[src/rtl/cau_pkg.sv]
// Package of the complex arithmetic unit: widths, action codes, request types.
// Depends on nothing; imported by every module of the unit.
package cau_pkg;

    localparam int CAU_DATA_W     = 32;
    localparam int CAU_FRAC_BITS  = 16;
    localparam int CAU_ACT_W      = 3;
    localparam int CAU_FIFO_DEPTH = 4;

    // Raw action codes as they arrive on the input port.
    localparam logic [CAU_ACT_W-1:0] ACT_ADD  = 3'd0;
    localparam logic [CAU_ACT_W-1:0] ACT_SUB  = 3'd1;
    localparam logic [CAU_ACT_W-1:0] ACT_MUL  = 3'd2;
    localparam logic [CAU_ACT_W-1:0] ACT_DIV  = 3'd3;
    localparam logic [CAU_ACT_W-1:0] ACT_NEG  = 3'd4;
    localparam logic [CAU_ACT_W-1:0] ACT_CONJ = 3'd5;

    // Saturation limits of a result part.
    localparam logic [CAU_DATA_W-1:0] CAU_MAX_POS = {1'b0, {(CAU_DATA_W-1){1'b1}}};
    localparam logic [CAU_DATA_W-1:0] CAU_MAX_NEG = {1'b1, {(CAU_DATA_W-1){1'b0}}};

    typedef enum logic [2:0] {
        OP_ADD,
        OP_SUB,
        OP_MUL,
        OP_DIV,
        OP_NEG,
        OP_CONJ,
        OP_NONE
    } t_op;

    typedef struct packed {
        logic [CAU_ACT_W-1:0]         action;
        logic signed [CAU_DATA_W-1:0] a_re;
        logic signed [CAU_DATA_W-1:0] a_im;
        logic signed [CAU_DATA_W-1:0] b_re;
        logic signed [CAU_DATA_W-1:0] b_im;
    } t_req;

    typedef struct packed {
        logic signed [CAU_DATA_W-1:0] res_re;
        logic signed [CAU_DATA_W-1:0] res_im;
        logic                         div_zero;
        logic                         overflow;
    } t_rsp;

    // Classified request handed from the front part to the back part.
    typedef struct packed {
        t_op                          op;
        logic signed [CAU_DATA_W-1:0] a_re;
        logic signed [CAU_DATA_W-1:0] a_im;
        logic signed [CAU_DATA_W-1:0] b_re;
        logic signed [CAU_DATA_W-1:0] b_im;
    } t_cmd;

    // Queue status seen by its producer and consumer.
    typedef struct packed {
        logic full;
        logic valid;
    } t_q_stat;

    function automatic t_op cau_decode(input logic [CAU_ACT_W-1:0] act);
        t_op op;
        unique case (act)
            ACT_ADD:  op = OP_ADD;
            ACT_SUB:  op = OP_SUB;
            ACT_MUL:  op = OP_MUL;
            ACT_DIV:  op = OP_DIV;
            ACT_NEG:  op = OP_NEG;
            ACT_CONJ: op = OP_CONJ;
            default:  op = OP_NONE;
        endcase
        return op;
    endfunction

endpackage

[src/rtl/cau_fifo.sv]
// Short request queue between the front and back parts of the unit.
// Depends on cau_pkg for the request type.
module cau_fifo
    import cau_pkg::*;
#(
    parameter int DEPTH = CAU_FIFO_DEPTH
) (
    input  logic    i_clk,
    input  logic    i_rst_n,
    input  logic    i_wr,
    input  t_cmd    i_data,
    input  logic    i_rd,
    output t_cmd    o_data,
    output t_q_stat o_stat
);

    localparam int AW = (DEPTH > 1) ? $clog2(DEPTH) : 1;
    localparam int CW = $clog2(DEPTH + 1);

    t_cmd          r_mem [DEPTH];
    logic [AW-1:0] r_wp, r_rp;
    logic [CW-1:0] r_cnt;
    logic          wr_en, rd_en;

    assign o_stat.full  = (r_cnt == CW'(DEPTH));
    assign o_stat.valid = (r_cnt != '0);
    assign wr_en        = i_wr && !o_stat.full;
    assign rd_en        = i_rd && o_stat.valid;
    assign o_data       = r_mem[r_rp];

    // Storage is written at the tail.
    always_ff @(posedge i_clk) begin
        if (wr_en) begin
            r_mem[r_wp] <= i_data;
        end
    end

    // Pointers wrap at the queue depth.
    always_ff @(posedge i_clk) begin
        if (!i_rst_n) begin
            r_wp  <= '0;
            r_rp  <= '0;
            r_cnt <= '0;
        end else begin
            if (wr_en) begin
                r_wp <= (r_wp == AW'(DEPTH - 1)) ? '0 : r_wp + 1'b1;
            end
            if (rd_en) begin
                r_rp <= (r_rp == AW'(DEPTH - 1)) ? '0 : r_rp + 1'b1;
            end
            if (wr_en && !rd_en) begin
                r_cnt <= r_cnt + 1'b1;
            end else if (rd_en && !wr_en) begin
                r_cnt <= r_cnt - 1'b1;
            end
        end
    end

endmodule

[config.mk]
export PLATFORM = sky130hd
export DESIGN_NAME = cau_fifo
export DESIGN_NICKNAME = d
export VERILOG_FILES = /design/src/rtl/cau_pkg.sv /design/src/rtl/cau_fifo.sv
export SDC_FILE = /design/constraint.sdc
export NUM_CORES = 1
export LEC_CHECK = 0
export BUFFER_PORTS_ARGS = -buffer_cell sky130_fd_sc_hd__clkbuf_2
export CORE_MARGIN = 4
export CORE_UTILIZATION = 61
export DETAILED_ROUTE_END_ITERATION = 6
export PLACE_DENSITY = 0.88
export RECOVER_POWER = 50
export SETUP_SLACK_MARGIN = 0.2
export SLEW_MARGIN = 10
export SYNTH_ARGS = -nofsm -noshare
export SYNTH_HDL_FRONTEND = slang
export SYNTH_SLANG_ARGS = --single-unit
[constraint.sdc]
create_clock -name i_clk -period 7.7 [get_ports i_clk]
set_input_delay 0.385 -clock i_clk [delete_from_list [all_inputs] [get_ports i_clk]]
set_output_delay 0.385 -clock i_clk [all_outputs]
set_load 0.02 [all_outputs]
=== Word level (Yosys, flattened, before mapping) ===
Memories as Yosys holds them, arrays and structs flattened. A register that Yosys moved wholly into a read port is not among the register bits.
Index checks and enable logic that the tools add are counted.

* Input port bits: 135
* Output and inout port bits: 133
* Bits in writable memories: 524
* Memories kept: 1
* Logic and storage cells: 28
* Register bits after elaboration: 7

{| class="wikitable"
|+ Memories
! name !! words !! width !! read ports !! clocked after Yosys merged registers in !! write ports !! line !! source
|-
| r_mem || 4 || 131 || 1 || 1 || 1 || cau_fifo.sv:20 || <nowiki>t_cmd r_mem [DEPTH];</nowiki>
|}

* Reductions and logical operators: 9
* Muxes and demuxes: 8
* Eq/ne operators: 3
* Add/sub/neg operators: 4

{| class="wikitable"
|+ Operators by type and width
! operator !! number
|-
| two-way mux 2 bit || 4
|-
| two-way mux 3 bit || 2
|-
| adder 2 x 1 -> 2 bit, second input constant || 2
|-
| equality test 2 bit, second input constant || 2
|-
| logical AND 1 bit || 4
|-
| adder 3 x 1 -> 3 bit, second input constant || 1
|-
| equality test 3 bit, second input constant || 1
|-
| logical NOT 1 bit || 3
|-
| nonzero test 3 bit || 1
|-
| subtractor 3 x 1 -> 3 bit, second input constant || 1
|-
| two-way mux 1 bit || 2
|-
| nonzero test 2 bit || 1
|}

=== Depth between registers and ports, before layout ===
Gate-level depths: netlist of run 1.

* Depth in word-level cells: 7
* Depth in mapped cells: 9
* Depth with buffers taken out: 8

=== Worst setup path before layout of run 1 ===
Ideal clock, no wire load.

* Path type: register -> register
* From: register r_cnt[0]
* To: memory r_mem[0][0] in the netlist's numbering (enable)
* Slack: 3230 ps
* Required time: 7194 ps
* Cell stages (with the launch flop): 5
* Path buffers: 1
* Clock period less this slack: 4470 ps
* Arrival: 3964 ps
* Library setup time: 506 ps
* Path through: dfxtp_1 nor3b_1 nor2b_1 clkbuf_1 and2_1

{| class="wikitable"
|+ RTL lines
! item !! line !! source
|-
| from (decl) || cau_fifo.sv:22 || <nowiki>logic [CW-1:0] r_cnt;</nowiki>
|-
| from (signal assigned) || cau_fifo.sv:52 || <nowiki>r_cnt <= r_cnt + 1'b1;</nowiki>
|-
| from (signal assigned) || cau_fifo.sv:54 || <nowiki>r_cnt <= r_cnt - 1'b1;</nowiki>
|-
| to (decl) || cau_fifo.sv:20 ||
|}

=== Final worst setup path of run 1 ===
* From: register r_cnt[0]
* To: memory r_mem[0][47] in the netlist's numbering (enable)

* Word-level cells in the longest chain between the ends: 5

{| class="wikitable"
|+ RTL lines
! item !! line !! source
|-
| equality test 3 bit || cau_fifo.sv:25 || <nowiki>assign o_stat.full = (r_cnt == CW'(DEPTH));</nowiki>
|-
| logical NOT 1 bit || cau_fifo.sv:27 || <nowiki>assign wr_en = i_wr && !o_stat.full;</nowiki>
|-
| logical AND 1 bit || cau_fifo.sv:27 ||
|-
| two-way mux 1 bit || cau_fifo.sv:33 || <nowiki>if (wr_en) begin</nowiki>
|-
| two-way mux 1 bit (not written as such) || cau_fifo.sv:34 || <nowiki>r_mem[r_wp] <= i_data;</nowiki>
|}

No other way between the ends.

==> results of run 1 <==
## how the worst max path moves through the flow
| stage | to | cells past startpoint | slack (ps) | from |
|---|---|---|---|---|
| floorplan | r_mem[0][0] | 4 | 3230 | r_cnt[0] |
| global placement | o_data[44] | 3 | 4530 | flop |
| detailed placement | o_data[44] | 3 | 4470 | flop |
| CTS | o_data[44] | 3 | 3860 | flop |
| global route | r_mem[0][47] | 4 | 2970 | r_cnt[0] |
| finish | r_mem[0][47] | 4 | 3370 | r_cnt[0] |
## cell usage after synthesis (all sizes together)
| cell | instances |
|---|---|
| edfxtp | 524 |
| mux4 | 131 |
| buf | 26 |
| dfxtp | 9 |
| clkbuf | 6 |
| ha | 6 |
| nand2 | 6 |
| and2 | 5 |
| inv | 3 |
| mux2i | 3 |
| o21ai | 3 |
| nand3 | 2 |
| nor2 | 2 |
| nor2b | 2 |
| or3 | 2 |
| a21boi | 1 |
| fa | 1 |
| nor3b | 1 |
| o31ai | 1 |
| xnor2 | 1 |
| xor2 | 1 |
## layout make-up
class / instances / area, um2
tap: 402 / 503
inverter: 3 / 11.3
clock buffer: 59 / 1330
clock inverter: 32 / 335
fill: 1829 / 8880
multi-input combinational: 168 / 3230
timing repair buffer: 279 / 1260
sequential: 533 / 15900
## sequential cells by signal, indices dropped and copies added (netlist names), named ones only
signal / flops
r_wp: 2
r_cnt: 3
r_mem: 524
r_rp: 2
## through the flow
step	util [%]	cells	hold slack, ps	power (uW)
5_1_grt	71.8	1476	71.0	8280
3_3_place_gp	67.0	1385	486	5520
6_report	71.8	1476	86.1	7940
2_1_floorplan	-	736	468	5030
3_5_place_dp	67.0	1385	497	5580
4_1_cts	72.3	1476	24.5	8040
## routing by layer
layer  global-route usage [%]  up-vias  routed length, um
met5                        0        -                 26
met4                     4.66        4                675
met3                     6.73       58               3730
met2                     35.3      409              18900
met1                     29.3     4538              14000
li1                         -     3767                  -
## critical path: cells and delay by family, from the launching register on
kind                   cells  cell delay, ps
flip-flops                 1             450
AND/OR/NAND/NOR            3            2470
buffers and inverters      1             920
## kinds of logic after synthesis
kind of cell	share of synthesized area (%)
compound gates	0.155
xor+xnor	0.0904
flops	82.1
mux	15.4
simple gates	0.536
fa+ha+maj	0.491
buf+inv	1.23
## where the power goes
part / internal, uW / switching, uW / total (uW)
Combinational: 731 / 1080 / 1810
Clock: 1440 / 1010 / 2450
Sequential: 3540 / 142 / 3680
==> metrics, run 1 <==
status=finished, violations left; failing checks=capacitance limit, slew limit; capturing point of the worst reg2reg path=r_mem[0][47]; clk_skew=14.9 ps; post-synth top area cell=edfxtp_1; library cells used by synthesis=24; CP max FO=59; nets=1178; CP endpoint kind=flop; io pins=268; CP max-delay cell=and2_0; initial antenna violation count=2; All-Layer GR Usage=21.5%; Max Cap Viol=2; min-delay worst type=in -> reg; first-pass GRT wire length=55800 um; DP Worst Slack=4470 ps; Placer Congestion=0.730; final WL=37300 um; die area=34700 um2; CP Class=reg -> reg; Hold Path Depth=1; final setup margin=3370 ps; post-cts hold buffer count=0; startpoint types=flop; root buffer cell=clkbuf_16; worst r2r src=r_cnt[0]; pwr dens=351 nW/um2; H-tree levels=2; Finished Cell Area=22600 um2; commonest non-fill, non-tap cell in the layout=edfxtp_1; proportion of layout cells with a drive suffix above 1=33.1%; CORE AREA=31500 um2; port bufs=267; post-CTS setup buffers=0; critical path's largest stage delay=1910 ps; worst-path cell chain=nor3b_1 > nor2b_1 > and2_0 > buf_4; Hold Crit Start=i_data[118]; Tmin final=4330 ps; Die X=186 um; hold violation total from the final report=0; initial core utilization=61.6%; final period utilization=56.2%; cell count of the worst reg-to-reg path=4; P_leak=0.00730 uW; grt total ovfl=0; largest net degree at the start of global routing=63; slew at the pin closest to its max-slew limit=2520 ps; sequential area share after synthesis=82.1%; Area Overhead vs Synth=16.6%; vias=8776; unrepaired setup endpoints after global routing=false; register-to-register setup slack=3370 ps; clk_lat worst skew=540 ps; Finish-stage setup viols=0; register clock-pin slew on the reported worst setup and hold paths=60 ps; Post-Synthesis Net Count=878; Syn Inst Count=736; ANT cells=0; CTS tree=done; VDD IR max=0.329 mV; syn_area_per_cell=26.3 um2; clock sink count=533; clock buffer depth=3; cells taking the most area after synthesis=edfxtp_1 (81%), mux4_2 (15%), dfxtp_1 (0.93%), buf_6 (0.58%), ha_1 (0.39%); register bit total from synthesis=533; Die Y=186 um; synthesized cell area=19400 um2; Iter 0 DRT Violations=836; CP Data Required Time=7860 ps; most frequent cells in the layout=edfxtp_1 (524), clkbuf_1 (140), clkbuf_2 (134), mux4_2 (131), clkbuf_16 (52); DP Wirelength=22500 um; Synth top area share=81.2%; vias in the first global route=9236; Residual DRC=0; router iterations before antenna repair=5; Worst Path Arrival=4480 ps; Synth Warn #=0; Post-DRT Antenna Nets=0; DR WL/cell=25.3 um; Hold EP=r_mem[2][118]; row count=65; cts bufs inserted=51; post_cts resized=0; dpl cell area=21100 um2; slew margin rel.=-68.4%; vias per cell=5.95; Max Slew Vio Count=69; fmax=231 MHz; setup_tns=0 ps
No activity file was read; power rests on OpenSTA's default activity.
==> run 2, diff against run 1 <==
--- a/config.mk
+++ b/config.mk
@@ -7,9 +7,9 @@
 export LEC_CHECK = 0
 export BUFFER_PORTS_ARGS = -buffer_cell sky130_fd_sc_hd__clkbuf_2
 export CORE_MARGIN = 4
-export CORE_UTILIZATION = 61
+export CORE_UTILIZATION = 51
 export DETAILED_ROUTE_END_ITERATION = 6
-export PLACE_DENSITY = 0.88
+export PLACE_DENSITY = 0.79
 export RECOVER_POWER = 50
 export SETUP_SLACK_MARGIN = 0.2
 export SLEW_MARGIN = 10
==> constraint.sdc (replaced) <==
create_clock -name i_clk -period 3.87 [get_ports i_clk]
set_input_delay 0.1935 -clock i_clk [delete_from_list [all_inputs] [get_ports i_clk]]
set_output_delay 0.1935 -clock i_clk [all_outputs]
set_load 0.02 [all_outputs]
==> run 2 against run 1 <==
Against the previous run: the flow now finishes without violations; wire length up 6.8%; count of clock-buffer cells in the layout up 10; flip-flop and latch count did not move; critical path depth unchanged; sequential power increased by 99%; fmax is 52% higher; clock skew is 3.7 ps higher; combinational power increased by 110%; via count increased by 5.4%; clock power increased by 100%; utilization fell by 7.1 points; sequential share of layout area down 4.9 points; critical path type unchanged; critical endpoint is now r_mem[1][11]; highest routed layer unchanged.
==> metrics, run 2 (synthesis gave the netlist of run 1 again) <==
status=finished clean; VDD IR max=0.394 mV (+19%); cell count of the worst reg-to-reg path=4 (unchanged); CP endpoint kind=flop; Placer Congestion=0.702 (-3.8%); Max Cap Viol=0 (-2); clk_lat worst skew=580 ps (+40 ps); DP Worst Slack=1290 ps (-3180 ps); proportion of layout cells with a drive suffix above 1=29.3% (-3.8 points); Bufs and invs on worst path=1 (unchanged); max reg flops=524 (unchanged); slew margin rel.=19.6% (+88 points); root buffer cell=clkbuf_16; P_leak=0.00792 uW (+8.5%); clock buffer depth=3 (unchanged); slew at the pin closest to its max-slew limit=1210 ps (-1320 ps); initial antenna violation count=8 (+6); commonest non-fill, non-tap cell in the layout=edfxtp_1; first-pass GRT wire length=60900 um (+9.2%); vias in the first global route=9962 (+7.9%); final setup margin=1020 ps (-2360 ps); All-Layer GR Usage=19.6% (-2.0 points); die area=41200 um2 (+19%); Die X=203 um (+9.0%); largest net degree at the start of global routing=55 (-13%); clk_skew=18.6 ps (+3.74 ps); Die Y=203 um (+9.0%); Hold Crit Start=i_wr; cts bufs inserted=52 (+2.0%); worst-path cell chain=nor3b_1 > nor2b_1 > and2_2 > buf_12; nets=1315 (+12%); Hold Path Depth=3 (+2); row count=71 (+9.2%); CTS tree=done; pwr dens=666 nW/um2 (+90%); final period utilization=73.7% (+18 points); Tmin final=2850 ps (-1470 ps); most flop-heavy register=r_mem; # fillers=2506 (+37%); clock sink count=533 (unchanged); router iterations before antenna repair=5 (unchanged); Area Overhead vs Synth=25.3%; min-delay worst type=in -> reg; Worst Path Arrival=3090 ps (-1390 ps); post-CTS setup buffers=0 (unchanged); critical path's largest stage delay=1070 ps (-840 ps); Max Slew Vio Count=0 (-100%); final WL=39900 um (+6.8%); CORE AREA=37600 um2 (+19%); CP Data Required Time=4100 ps (-3760 ps); Hold Slack=121 ps (+35.4 ps); unrepaired setup endpoints after global routing=false; vias per cell=5.35 (-10%); Finish-stage setup viols=0 (unchanged); CP max-delay cell=and2_2; DR WL/cell=23.0 um (-8.8%); Iter 0 DRT Violations=654 (-22%); capturing point of the worst reg2reg path=r_mem[1][11]; Residual DRC=0 (unchanged); most frequent cells in the layout=edfxtp_1 (524), clkbuf_1 (146), clkbuf_2 (134), dlygate4sd3_1 (133), mux4_2 (131); fmax=350 MHz (+52%); vias=9247 (+5.4%); setup_tns=0 ps (unchanged); CP Class=reg -> reg; CP max FO=44 (-25%); post-layout util=64.6% (-7.1 points); register clock-pin slew on the reported worst setup and hold paths=60 ps (about the same); io pins=268 (unchanged); hold violation total from the final report=0 (unchanged); Hold EP=r_wp[1]; worst r2r src=r_cnt[0]; biggest regs=r_mem (524), r_cnt (3); startpoint types=flop; port bufs=267 (unchanged); H-tree levels=2 (unchanged); cell family with most CP delay=simple AND/OR/NAND/NOR gates; initial core utilization=51.6% (-10 points); register-to-register setup slack=1020 ps (-2360 ps); grt total ovfl=0 (unchanged); DP Wirelength=23600 um (+5.1%); Post-DRT Antenna Nets=0 (unchanged)
==> run 2: worst max-delay path by stage <==
stage / cells past startpoint / slack (ps) / to / from
floorplan: 4 / 850 / r_mem[0][0] / r_cnt[0]
global placement: 4 / 1430 / r_mem[3][4] / r_cnt[0]
detailed placement: 8 / 1290 / r_cnt[2] / r_cnt[0]
CTS: 3 / 920 / o_data[69] / flop
global route: 4 / 810 / r_mem[1][11] / r_cnt[0]
finish: 4 / 1020 / r_mem[1][11] / r_cnt[0]
==> run 2: worst register-to-register path, delay by kind of cell, from the launching register on <==
family                 cells  cell delay, ps
flip-flops                 1             430
buffers and inverters      1             360
AND/OR/NAND/NOR            3            1670
==> run 2: metal layers <==
metal	vias to the layer above	share of wire (%)	GRT usage (%)
li1	4054	-	-
met4	4	2.7	6.50
met3	73	7.9	5.70
met5	-	0.035	0
met1	4768	40	26.6
met2	348	50	31.0
==> run 2: through the flow <==
step / cells / power [uW] / cell area, um2
after floorplan: 736 / 9960 / 19400
after CTS: 1724 / 16400 / 24400
after global routing: 1728 / 16900 / 24300
after global placement: 1497 / 11200 / 21400
final: 1730 / 16200 / 24300
after detailed placement: 1497 / 11300 / 21400
==> run 2: final cells by class <==
class	instances	area, um2	area share (%)
Clock inverter	25	279	1.15
Antenna cell	6	15.0	0.0618
Sequential cell	533	15900	65.5
Clock buffer	69	1430	5.88
Tap cell	511	639	2.63
Timing Repair Buffer	415	2760	11.4
Multi-Input combinational cell	168	3230	13.3
Inverter	3	11.3	0.0464
==> run 2: repair_timing <==
item / CTS / global route
gates resized for setup: 0 / 0
endpoints found under the setup margin: 0 / 0
hold endpoints to repair: 533 / 0
hold buffers: 133 / 0
==> run 2: where the power goes <==
part	total [uW]	switching (uW)	internal [uW]
clock network	4990	2000	2980
registers	7320	294	7030
logic	3860	2230	1630
