## src/rtl/cau_pkg.sv

```systemverilog
// Package of the complex arithmetic unit: widths, action codes, request types.
// Depends on nothing; imported by every module of the unit.
package cau_pkg;

    localparam int CAU_DATA_W     = 32;
    localparam int CAU_FRAC_BITS  = 16;
    localparam int CAU_ACT_W      = 3;
    localparam int CAU_FIFO_DEPTH = 4;

    // Raw action codes as they arrive on the input port.
    localparam logic [CAU_ACT_W-1:0] ACT_ADD  = 3'd0;
    localparam logic [CAU_ACT_W-1:0] ACT_SUB  = 3'd1;
    localparam logic [CAU_ACT_W-1:0] ACT_MUL  = 3'd2;
    localparam logic [CAU_ACT_W-1:0] ACT_DIV  = 3'd3;
    localparam logic [CAU_ACT_W-1:0] ACT_NEG  = 3'd4;
    localparam logic [CAU_ACT_W-1:0] ACT_CONJ = 3'd5;

    // Saturation limits of a result part.
    localparam logic [CAU_DATA_W-1:0] CAU_MAX_POS = {1'b0, {(CAU_DATA_W-1){1'b1}}};
    localparam logic [CAU_DATA_W-1:0] CAU_MAX_NEG = {1'b1, {(CAU_DATA_W-1){1'b0}}};

    typedef enum logic [2:0] {
        OP_ADD,
        OP_SUB,
        OP_MUL,
        OP_DIV,
        OP_NEG,
        OP_CONJ,
        OP_NONE
    } t_op;

    typedef struct packed {
        logic [CAU_ACT_W-1:0]         action;
        logic signed [CAU_DATA_W-1:0] a_re;
        logic signed [CAU_DATA_W-1:0] a_im;
        logic signed [CAU_DATA_W-1:0] b_re;
        logic signed [CAU_DATA_W-1:0] b_im;
    } t_req;

    typedef struct packed {
        logic signed [CAU_DATA_W-1:0] res_re;
        logic signed [CAU_DATA_W-1:0] res_im;
        logic                         div_zero;
        logic                         overflow;
    } t_rsp;

    // Classified request handed from the front part to the back part.
    typedef struct packed {
        t_op                          op;
        logic signed [CAU_DATA_W-1:0] a_re;
        logic signed [CAU_DATA_W-1:0] a_im;
        logic signed [CAU_DATA_W-1:0] b_re;
        logic signed [CAU_DATA_W-1:0] b_im;
    } t_cmd;

    // Queue status seen by its producer and consumer.
    typedef struct packed {
        logic full;
        logic valid;
    } t_q_stat;

    function automatic t_op cau_decode(input logic [CAU_ACT_W-1:0] act);
        t_op op;
        unique case (act)
            ACT_ADD:  op = OP_ADD;
            ACT_SUB:  op = OP_SUB;
            ACT_MUL:  op = OP_MUL;
            ACT_DIV:  op = OP_DIV;
            ACT_NEG:  op = OP_NEG;
            ACT_CONJ: op = OP_CONJ;
            default:  op = OP_NONE;
        endcase
        return op;
    endfunction

endpackage

```

## src/rtl/cau_front.sv

```systemverilog
// Front part: takes requests, classifies the action code and feeds the queue.
// Depends on cau_pkg for the request types and the decoder.
module cau_front
    import cau_pkg::*;
(
    input  logic    i_clk,
    input  logic    i_rst_n,
    input  logic    i_push,
    input  t_req    i_req,
    output logic    o_full,
    input  t_q_stat i_q_stat,
    output logic    o_q_wr,
    output t_cmd    o_cmd
);

    logic r_v;
    t_cmd r_cmd;
    logic take;

    assign o_q_wr = r_v && !i_q_stat.full;
    assign o_full = r_v && i_q_stat.full;
    assign take   = i_push && !o_full;
    assign o_cmd  = r_cmd;

    // Classified request register.
    always_ff @(posedge i_clk) begin
        if (take) begin
            r_cmd.op   <= cau_decode(i_req.action);
            r_cmd.a_re <= i_req.a_re;
            r_cmd.a_im <= i_req.a_im;
            r_cmd.b_re <= i_req.b_re;
            r_cmd.b_im <= i_req.b_im;
        end
    end

    always_ff @(posedge i_clk) begin
        if (!i_rst_n) begin
            r_v <= 1'b0;
        end else if (take) begin
            r_v <= 1'b1;
        end else if (o_q_wr) begin
            r_v <= 1'b0;
        end
    end

endmodule

```

## config.mk

```make
export PLATFORM = sky130hd
export DESIGN_NAME = cau_front
export DESIGN_NICKNAME = d
export VERILOG_FILES = /design/src/rtl/cau_pkg.sv /design/src/rtl/cau_front.sv
export SDC_FILE = /design/constraint.sdc
export NUM_CORES = 1
export LEC_CHECK = 0
export BUFFER_PORTS_ARGS = -buffer_cell sky130_fd_sc_hd__buf_2
export CAP_MARGIN = 20
export CORE_ASPECT_RATIO = 1.2
export CORE_MARGIN = 1
export CORE_UTILIZATION = 37
export CTS_CLUSTER_DIAMETER = 60
export DETAILED_ROUTE_END_ITERATION = 6
export HOLD_SLACK_MARGIN = 0.08
export PLACE_DENSITY = 0.85
export SLEW_MARGIN = 20
export SYNTH_ARGS = -nofsm -noshare
export SYNTH_HDL_FRONTEND = slang
export SYNTH_SLANG_ARGS = --single-unit
```

## constraint.sdc

```tcl
create_clock -name i_clk -period 8.7 [get_ports i_clk]
set_input_delay 1.74 -clock i_clk [delete_from_list [all_inputs] [get_ports i_clk]]
set_output_delay 1.74 -clock i_clk [all_outputs]
set_load 0.05 [all_outputs]
```

After elaboration in Yosys (flattened, before gate mapping)
Index checks and enable logic that the tools add are counted.

Equal/unequal tests: 5. Mux-type cells: 3. Reductions and logical operators: 7.

Operator list (count): one-hot mux 3 bit (6 select lines) (1); == test 3 x 2 -> 1 bit, second input constant (2); == test 3 bit, second input constant (2); == test 3 x 1 -> 1 bit, second input constant (1); logical AND 1 bit (3); zero test 3 bit (1); zero test 1 bit (2); two-way mux 1 bit (2); nonzero test 2 bit (1).

Register bits after elaboration: 132. Input port bits: 136. Output and inout port bits: 133. Logic and storage cells: 21.

Depth between registers and ports, before layout
Gate-level depths: netlist of the first run.

Depth after elaboration: 4. Mapped depth: 2.

Worst setup path after synthesis of the first run
No wires, ideal clock.

Path type: input to register. From: in i_q_stat[1] in the netlist's numbering. To: reg r_cmd (netlist bit o_cmd[0]) (enable). Library setup time: 0.637 ns. Arrival time: 7.747 ns. Required time: 8.063 ns. Setup slack: 0.316 ns. Cell stages on the path: 2. Buffers on the path: 0. Cells stage by stage: and2_4 > nor2b_1.

Word-level cells in the longest chain between the ends: 3.

Ends and longest elaborated chain: start, declared (RTL line cau_front.sv:11) `input t_q_stat i_q_stat,`; logical AND 1 bit (RTL line cau_front.sv:21) `assign o_full = r_v && i_q_stat.full;`; zero test 1 bit (RTL line cau_front.sv:22) `assign take = i_push && !o_full;`; logical AND 1 bit (RTL line cau_front.sv:22); via take (RTL line cau_front.sv:18) `logic take;`; end, declared (RTL line cau_front.sv:17) `t_cmd r_cmd;`.

The timed path passes the listed nets, and every way through them passes these cells. A chain may end at the register's enable or synchronous reset.

Final worst setup path of the first run
From: in i_q_stat[1] in the netlist's numbering. To: out o_q_wr.

Word-level cells in the longest chain between the ends: 2.

Ends and longest elaborated chain: zero test 1 bit (RTL line cau_front.sv:20) `assign o_q_wr = r_v && !i_q_stat.full;`; logical AND 1 bit (RTL line cau_front.sv:20); end, declared (RTL line cau_front.sv:12) `output logic o_q_wr,`.

No other way between the ends.

==> flow_summary.yaml, run 1 <==
finish:
  final_cell_mix: "buf_2 (267), edfxtp_1 (131), clkbuf_16 (17)"
  design_area_um2: 6090
  mostFrequentLayoutCell: "buf_2"
  fillerInstances: 799
  seq_area_um2: 3950
  diodes: 0
  drive_gt1_share_pct: 68.7
  area_growth_syn_to_layout_pct: 52.4
  multi_input_area_um2: 45.0
  fin_nets: 561
detailed_routing:
  totalWireLength_um: 8940
  drc: 0
  wl_per_cell_um: 15.8
  vias_per_cell: 4.34
  drt_pass1_iterations: 4
  antenna_left: 0
  num_vias: 2461
  drt_iter0_drc: 97
clock_network:
  clockRootBuffer: "clkbuf_16"
  hold_buffers: 0
  clockBufferDepth: 2
  h-tree-depth: 4
  cts_buffers: 17
  cts_sinks: 132
  cts_tree: "yes"
  post_cts_buffers: 0
  cts.clk_slew.worst_paths_ns: 0.06
  cts_resized: 0
  clock_latency_ns: 0.40
status:
  status: "complete, no violations"
synthesis:
  yosysTopAreaCell: "edfxtp_1"
  syn_avg_cell_area_um2: 28.8
  yosys_register_bits: 132
  synth_fp_nets: 275
  post-synth-top-area-fraction_pct: 98.4
  synth_warnings: 0
  syn_inst: 139
  netlist_top_cells_area: "edfxtp_1 (98%), dfxtp_1 (0.50%), and2_4 (0.22%), a21boi_0 (0.19%), and2b_1 (0.19%)"
  syn_area_um2: 4000
  ys_types: 8
  seq_area_frac_synth_pct: 98.9
worst_setup_path:
  crit_chain: "buf_2 -> and2b_1 -> buf_2"
  crit_type: "in -> out"
  cp_top_family: "buffers and inverters"
  critPathLaunchType: "input port"
  worstPathRequired_ns: 6.96
  cp_slowest_cell: "buf_2"
  end_kind: "output port"
  crit_path_frequent_cell: "buf_2"
  worstPathMaxFanout: 2
  path_buf_inv: 2
  max_stage_delay_ns: 0.25
  arrival_ns: 2.27
timing:
  final-setup-viol-count: 0
  fin_crit_ns: 4.01
  slew-limit-headroom_pct: 45.8
  rsz0062_at_grt: "no"
  fin_skew_ns: 0.00488
  hold_viol: 0
  whs_ns: 0.658
  drv_slew: 0
  worst_pin_slew_ns: 0.813
  setup_tns_ns: 0
  fin_crit_sh_pct: 46.1
  fmax_ghz: 0.249
pwr:
  powerDensity_nw_per_um2: 271
  p_leak_nw: 2.63
  vdd_drop_max_mv: 0.174
global_routing:
  grt_max_degree: 67
  grt_pass1_wl_um: 12300
  grt_usage_pct: 15.1
  grt_overflow: 0
  first_global_vias: 2504
  antenna_found_initial: 2
floorplan:
  die_h_um: 116
  die_area_um2: 11200
  start_util_pct: 38.0
  die_w_um: 96.9
  num_io_pins: 269
  core.rowCount: 41
  coreArea_um2: 10500
place:
  gp_congestion: 0.710
  port_buffers: 267
  dp_hpwl_um: 6660
  place_area_um2: 5510
hold_path:
  hold_path.class: "reg -> reg"
run:
  cap_violations: 0
[power by group]
part | switching (W) | leakage (nW) | total (W) | internal, W
Clock | 0.000262 | 0.264 | 0.000686 | 0.000424
Sequential | 0.00000875 | 1.28 | 0.000754 | 0.000745
Combinational | 0.000163 | 1.09 | 0.000209 | 0.0000456
Total | 0.000434 | 2.63 | 0.00165 | 0.00121
[logic make-up (layout without fill, tap and decap cells)]
group / after synthesis / in the layout / share of synthesized area (%)
AOI/OAI and AO/OA: 2 / 2 / 0.376
buffers and inverters: 2 / 301 / 0.188
DFF: 132 / 132 / 98.9
and+or+nand+nor: 3 / 3 / 0.563
[tightest hold or removal path: cells and delay by family, from the launching register on]
kind	cells	cell delay (ns)
AOI/OAI and AO/OA	1	0.11
DFF	1	0.35
and+or+nand+nor	1	0.18
[path summary, 6_finish.rpt]
kind,slack [ns],start,cells after the start,to
worst min register to register,0.66,r_v$_SDFFE_PN0P_,2,r_v$_SDFFE_PN0P_
worst min-delay path,0.66,r_v$_SDFFE_PN0P_,2,r_v$_SDFFE_PN0P_
worst max-delay path,4.69,i_q_stat[1],3,o_q_wr
worst max register to register,7.07,r_v$_SDFFE_PN0P_,3,o_cmd[26]$_DFFE_PP_
[layout make-up]
cell class / count / area share [%]
Clock buffer: 18 / 7.04
Clock inverter: 14 / 2.51
Multi-Input combinational cell: 5 / 0.739
Sequential cell: 132 / 64.9
Tap cell: 129 / 2.65
Timing Repair Buffer: 269 / 22.2
[metrics by stage]
step / power [W] / cells / utilization [%] / setup slack (ns)
3_3_place_gp: 0.000972 / 535 / 52.4 / 4.69
3_5_place_dp: 0.000977 / 535 / 52.4 / 4.69
2_1_floorplan: 0.000915 / 139 / - / 0.316
5_1_grt: 0.00170 / 567 / 57.9 / 4.64
6_report: 0.00165 / 567 / 57.9 / 4.69
4_1_cts: 0.00167 / 567 / 57.9 / 4.69
[cells in the mapped netlist, drive strengths merged]
library cell and instances:
a21boi 1, and2 1, and2b 1, clkbuf 2
dfxtp 1, edfxtp 131, nor2b 1, o21a 1
[metal layers]
metal,vias to the layer above,share of wire [%],GRT usage [%]
li1,1136,-,-
met1,1182,35,15.8
met2,130,56,26.1
met3,9,8.0,7.00
met4,4,0.78,6.87
met5,-,0.35,0
[sequential cells by signal, indices dropped and copies added, names as in the netlist]
signal	cells
o_cmd	131
r_v	1
No activity file was read; power rests on OpenSTA's default activity.
==> run 2: changes to the inputs <==
Settings changed: ABC_AREA from default to 1, CORE_AREA from default to 2 2 105 107, CORE_ASPECT_RATIO 1.2 to default, CORE_MARGIN 1 to default, CORE_UTILIZATION 37 to default, DIE_AREA from default to 0 0 107 109, PLACE_DENSITY 0.85 to 0.84.
Clock period 8.7 ns to 4.05 ns, I/O delays scaled along.
==> flow_summary.yaml, run 2 <==
timing:
  rsz0062_at_grt: "no"
  fin_crit_ns: 2.14
  hold_viol: 0
  drv_slew: 0
  fmax_ghz: 0.467
  worst_pin_slew_ns: 0.738
  fin_crit_sh_pct: 52.9
  fin_skew_ns: 0.00632
  slew-limit-headroom_pct: 50.8
  final-setup-viol-count: 0
  setup_tns_ns: 0
place:
  port_buffers: 267
  gp_congestion: 0.718
  dp_hpwl_um: 6660
  dp.cells: 549
floorplan:
  die_h_um: 109
  core.rowCount: 38
  die_area_um2: 11700
  num_io_pins: 269
  start_util_pct: 37.8
  die_w_um: 107
  coreArea_um2: 10600
synthesis:
  synthFlopType: "edfxtp_1"
  ys_types: 9
  yosys-top-cells-count: "edfxtp_1 (131), inv_1 (3), clkbuf_1 (2), nor2_1 (2)"
  seq_area_frac_synth_pct: 98.7
  syn_area_um2: 4010
  yosysTopAreaCell: "edfxtp_1"
  syn_inst: 143
  synth_warnings: 0
  post-synth-top-area-fraction_pct: 98.2
  yosysMostFrequentCell: "edfxtp_1"
  syn_avg_cell_area_um2: 28.0
  async_flop_share_pct: 0
  synth_fp_nets: 279
  yosys_register_bits: 132
  netlist_top_cells_area: "edfxtp_1 (98%), dfxtp_1 (0.50%), inv_1 (0.28%), a21oi_2 (0.22%), a21boi_0 (0.19%)"
  synth-edff-count: 131
detailed_routing:
  drc: 0
  antenna_left: 0
  wl_per_cell_um: 15.6
  totalWireLength_um: 9090
  drt_pass1_iterations: 4
  drt_iter0_drc: 87
  vias_per_cell: 4.19
  num_vias: 2436
worst_setup_path:
  worstPathRequired_ns: 3.24
  crit_path_frequent_cell: "buf_2"
  end_kind: "output port"
  arrival_ns: 1.33
  max_stage_delay_ns: 0.26
  crit_type: "in -> out"
  cp_slowest_cell: "buf_2"
  worstPathMaxFanout: 2
  crit_chain: "buf_2 -> nand2_2 -> inv_2 -> buf_2"
  critPathLaunchType: "input port"
clock_network:
  clockRootBuffer: "clkbuf_8"
  cts_resized: 0
  clock_latency_ns: 0.50
  post_cts_buffers: 0
  cts_sinks: 132
  cts_buffers: 17
  clockBufferDepth: 2
  h-tree-depth: 4
  cts_tree: "yes"
  hold_buffers: 0
  cts.clk_slew.worst_paths_ns: 0.06
finish:
  finalNonFillerCells: 582
  multi_input_area_um2: 37.5
  drive_gt1_share_pct: 68.3
  final_cell_mix: "buf_2 (267), edfxtp_1 (131), clkbuf_16 (16)"
  seq_area_um2: 3950
  fillerInstances: 846
  area_growth_syn_to_layout_pct: 52.7
  largest_reg_flops: 131
  mostFrequentLayoutCell: "buf_2"
  fin_nets: 564
global_routing:
  grt_usage_pct: 15.2
  grt_pass1_wl_um: 12700
  first_global_vias: 2470
  grt_overflow: 0
  antenna_found_initial: 3
  grt_max_degree: 132
pwr:
  p_leak_nw: 2.65
  power_w: 0.00354
  vdd_drop_max_mv: 0.285
  powerDensity_nw_per_um2: 579
status:
  status: "complete, no violations"
run:
  cap_violations: 0
hold_path:
  hold_path.class: "in -> reg"
run 2: cell types whose count changed after synthesis, sizes merged:
| cell | delta |
|---|---|
| a21oi | +1 |
| and2 | -1 |
| nand2 | +1 |
| inv | +4 |
| and2b | -1 |
| o21a | -1 |
| nor2b | -1 |
| nor2 | +2 |
run 2: cell families after synthesis:
kind of cell           share of synthesized area, %
AO/OA/AOI/OAI                                 0.406
flip-flops                                     98.7
AND/OR/NAND/NOR                               0.344
buffers and inverters                         0.562
run 2: power by group:
group / internal, W / switching, W
registers: 0.00160 / 0.0000198
logic: 0.0000983 / 0.000351
clock network: 0.000932 / 0.000541
total: 0.00263 / 0.000911
run 2: layout make-up:
class,instances,area share [%]
sequential,132,64.6
antenna,1,0.0409
timing repair buffer,268,22.2
clock buffer,18,6.83
inverter,4,0.245
tap,140,2.86
multi-input combinational,5,0.613
clock inverter,14,2.64
run 2: per-layer routing:
layer / GRT usage (%) / vias to the layer above / wire, um
met3: 7.83 / 12 / 1030
met4: 6.40 / 4 / 77
met5: 0 / - / 27
met2: 25.8 / 159 / 4750
li1: - / 1145 / -
met1: 15.9 / 1116 / 3200
run 2: worst paths after layout:
path	from	to	slack, ns	depth (start not counted)
worst max-delay path	i_q_stat[1]	o_full	1.91	4
worst min-delay path	i_req[8]	o_cmd[8]$_DFFE_PP_	0.48	1
worst max register to register	r_v$_SDFFE_PN0P_	o_cmd[95]$_DFFE_PP_	2.50	4
worst min register to register	r_v$_SDFFE_PN0P_	r_v$_SDFFE_PN0P_	0.50	2
run 2: through the flow:
stage	utilization [%]	cell area, um^2	worst slack (ns)	hold WS [ns]
2_1_floorplan	-	4010	0.654	0.457
3_3_place_gp	52.2	5540	1.93	0.467
3_5_place_dp	52.2	5540	1.91	0.494
4_1_cts	57.7	6120	1.90	0.449
5_1_grt	57.7	6120	1.88	0.442
6_report	57.7	6120	1.91	0.478
run 2: critical path: cells and delay by family:
kind	cells	cell delay [ns]
buffers and inverters	3	0.44
and+or+nand+nor	1	0.07
==> run 3: changes to the inputs <==
Settings changed: ABC_AREA 1 to 0.
Clock period 4.05 ns to 2.1 ns, I/O delays scaled along.
==> flow_summary.yaml, run 3 (synthesized netlist as in run 1, its figures left out) <==
global_routing:
  grt_usage_pct: 18.3
  grt_overflow: 0
  antenna_found_initial: 0
  use_met2_pct: 33.4
  grtUsageMet3_pct: 7.05
  grt_max_degree: 68
  first_global_vias: 3130
  grt_pass1_wl_um: 15400
  grt.busiest_layer: "met2"
  gr-usage-met1_pct: 17.8
detailed_routing:
  antenna_left: 0
  drc: 0
  drt_pass1_iterations: 6
  totalWireLength_um: 11300
  num_vias: 2946
  wl_per_cell_um: 16.3
  vias_per_cell: 4.24
  drt_iter0_drc: 120
pwr:
  power.internal_w: 0.00521
  p_sw_w: 0.00176
  swShare_pct: 25.2
  vdd_drop_max_mv: 0.637
  p_leak_nw: 3.13
  p_seq_share_pct: 44.9
  powerDensity_nw_per_um2: 956
  comb_power_share_pct: 15.2
  clockPowerShare_pct: 39.9
finish:
  mostFrequentLayoutCell: "buf_2"
  seq_area_um2: 3950
  fillerInstances: 662
  multi_input_area_um2: 45.0
  largest_reg_flops: 131
  final_cell_mix: "buf_2 (267), edfxtp_1 (131), dlygate4sd3_1 (118)"
  diodes: 0
  area_growth_syn_to_layout_pct: 82.4
  fin_nets: 679
  design_area_um2: 7290
  drive_gt1_share_pct: 53.5
clock_network:
  post_cts_buffers: 0
  clockBufferDepth: 2
  clockRootBuffer: "clkbuf_8"
  clock_latency_ns: 0.51
  h-tree-depth: 4
  cts.clk_slew.worst_paths_ns: 0.06
  cts_tree: "yes"
  cts_buffers: 17
  cts_sinks: 132
timing:
  final-setup-viol-count: 0
  whs_ns: 0.105
  drv_slew: 0
  rsz0062_at_grt: "no"
  slew-limit-headroom_pct: 77.0
  fin_crit_ns: 1.68
  fin_crit_sh_pct: 79.9
  fmax_ghz: 0.596
  hold_viol: 0
  fin_skew_ns: 0.0100
  worst_pin_slew_ns: 0.346
hold_path:
  hold_depth: 1
  hold_path.class: "in -> reg"
  hold_path_end: "o_cmd[79]$_DFFE_PP_"
  min_from: "i_req[79]"
place:
  port_buffers: 267
  gp_congestion: 0.709
  place_area_um2: 5550
worst_setup_path:
  worstPathMaxFanout: 3
  reg2reg_from: "r_v$_SDFFE_PN0P_"
  reg2reg_depth: 3
  arrival_ns: 1.26
  rrSetupSlack_ns: 0.78
  critPathLaunchType: "register"
  worstPathRequired_ns: 1.68
  critPathLaunch: "r_v$_SDFFE_PN0P_"
  end_kind: "output port"
  r2r-end: "o_cmd[67]$_DFFE_PP_"
  crit_type: "reg -> out"
floorplan:
  die_h_um: 109
  die_w_um: 107
  core.rowCount: 38
  start_util_pct: 37.7
  coreArea_um2: 10600
  num_io_pins: 269
  die_area_um2: 11700
run:
  cap_violations: 0
status:
  status: "complete, no violations"
[run 3: per-layer routing]
layer  share of wire, %  vias to the layer above
li1                   -                     1371
met2                 55                      182
met5                  0                        -
met3                8.8                       20
met1                 34                     1373
met4                2.2                        0
[run 3: cell type report]
type / count / share of cell area (%)
Multi-Input combinational cell: 5 / 0.618
Tap cell: 140 / 2.40
Clock inverter: 11 / 1.87
Sequential cell: 132 / 54.2
Clock buffer: 20 / 5.83
Timing Repair Buffer: 387 / 35.1
[run 3: worst max-delay path by stage]
stage / end / slack, ns
2_1_floorplan: o_cmd[0]$_DFFE_PP_ / -0.93
3_3_place_gp: o_cmd[67]$_DFFE_PP_ / 0.57
3_5_place_dp: o_cmd[36]$_DFFE_PP_ / 0.53
4_1_cts: o_full / 0.39
5_1_grt: o_full / 0.37
6_report: o_full / 0.42
[run 3: worst max-delay path: stages, from the launching register on]
cell and delay, ns:
dfxtp_1 0.33, and2_4 0.16, buf_2 0.26
[run 3: power groups by stage]
stage	clock network [W]	logic, W	registers, W
global route	0.00295	0.00110	0.00314
finish	0.00278	0.00106	0.00313
global placement	0	0.000864	0.00317
detailed placement	0	0.000877	0.00318
floorplan	0	0.0000589	0.00371
CTS	0.00284	0.00104	0.00312
[run 3: what timing repair did]
item,CTS,global route
hold buffers,111,7
setup endpoints to repair,0,0
hold endpoints to repair,111,7
gates resized for setup,0,0
[run 3: stage by stage]
| stage | power [W] | worst slack [ns] | setup TNS, ns | cells | utilization [%] |
|---|---|---|---|---|---|
| after global placement | 0.00404 | 0.566 | 0 | 546 | 52.3 |
| after global routing | 0.00719 | 0.372 | 0 | 695 | 68.8 |
| after floorplan | 0.00377 | -0.925 | -121.19 | 139 | - |
| final | 0.00697 | 0.422 | 0 | 695 | 68.8 |
| after detailed placement | 0.00405 | 0.529 | 0 | 546 | 52.3 |
| after CTS | 0.00700 | 0.393 | 0 | 688 | 68.1 |
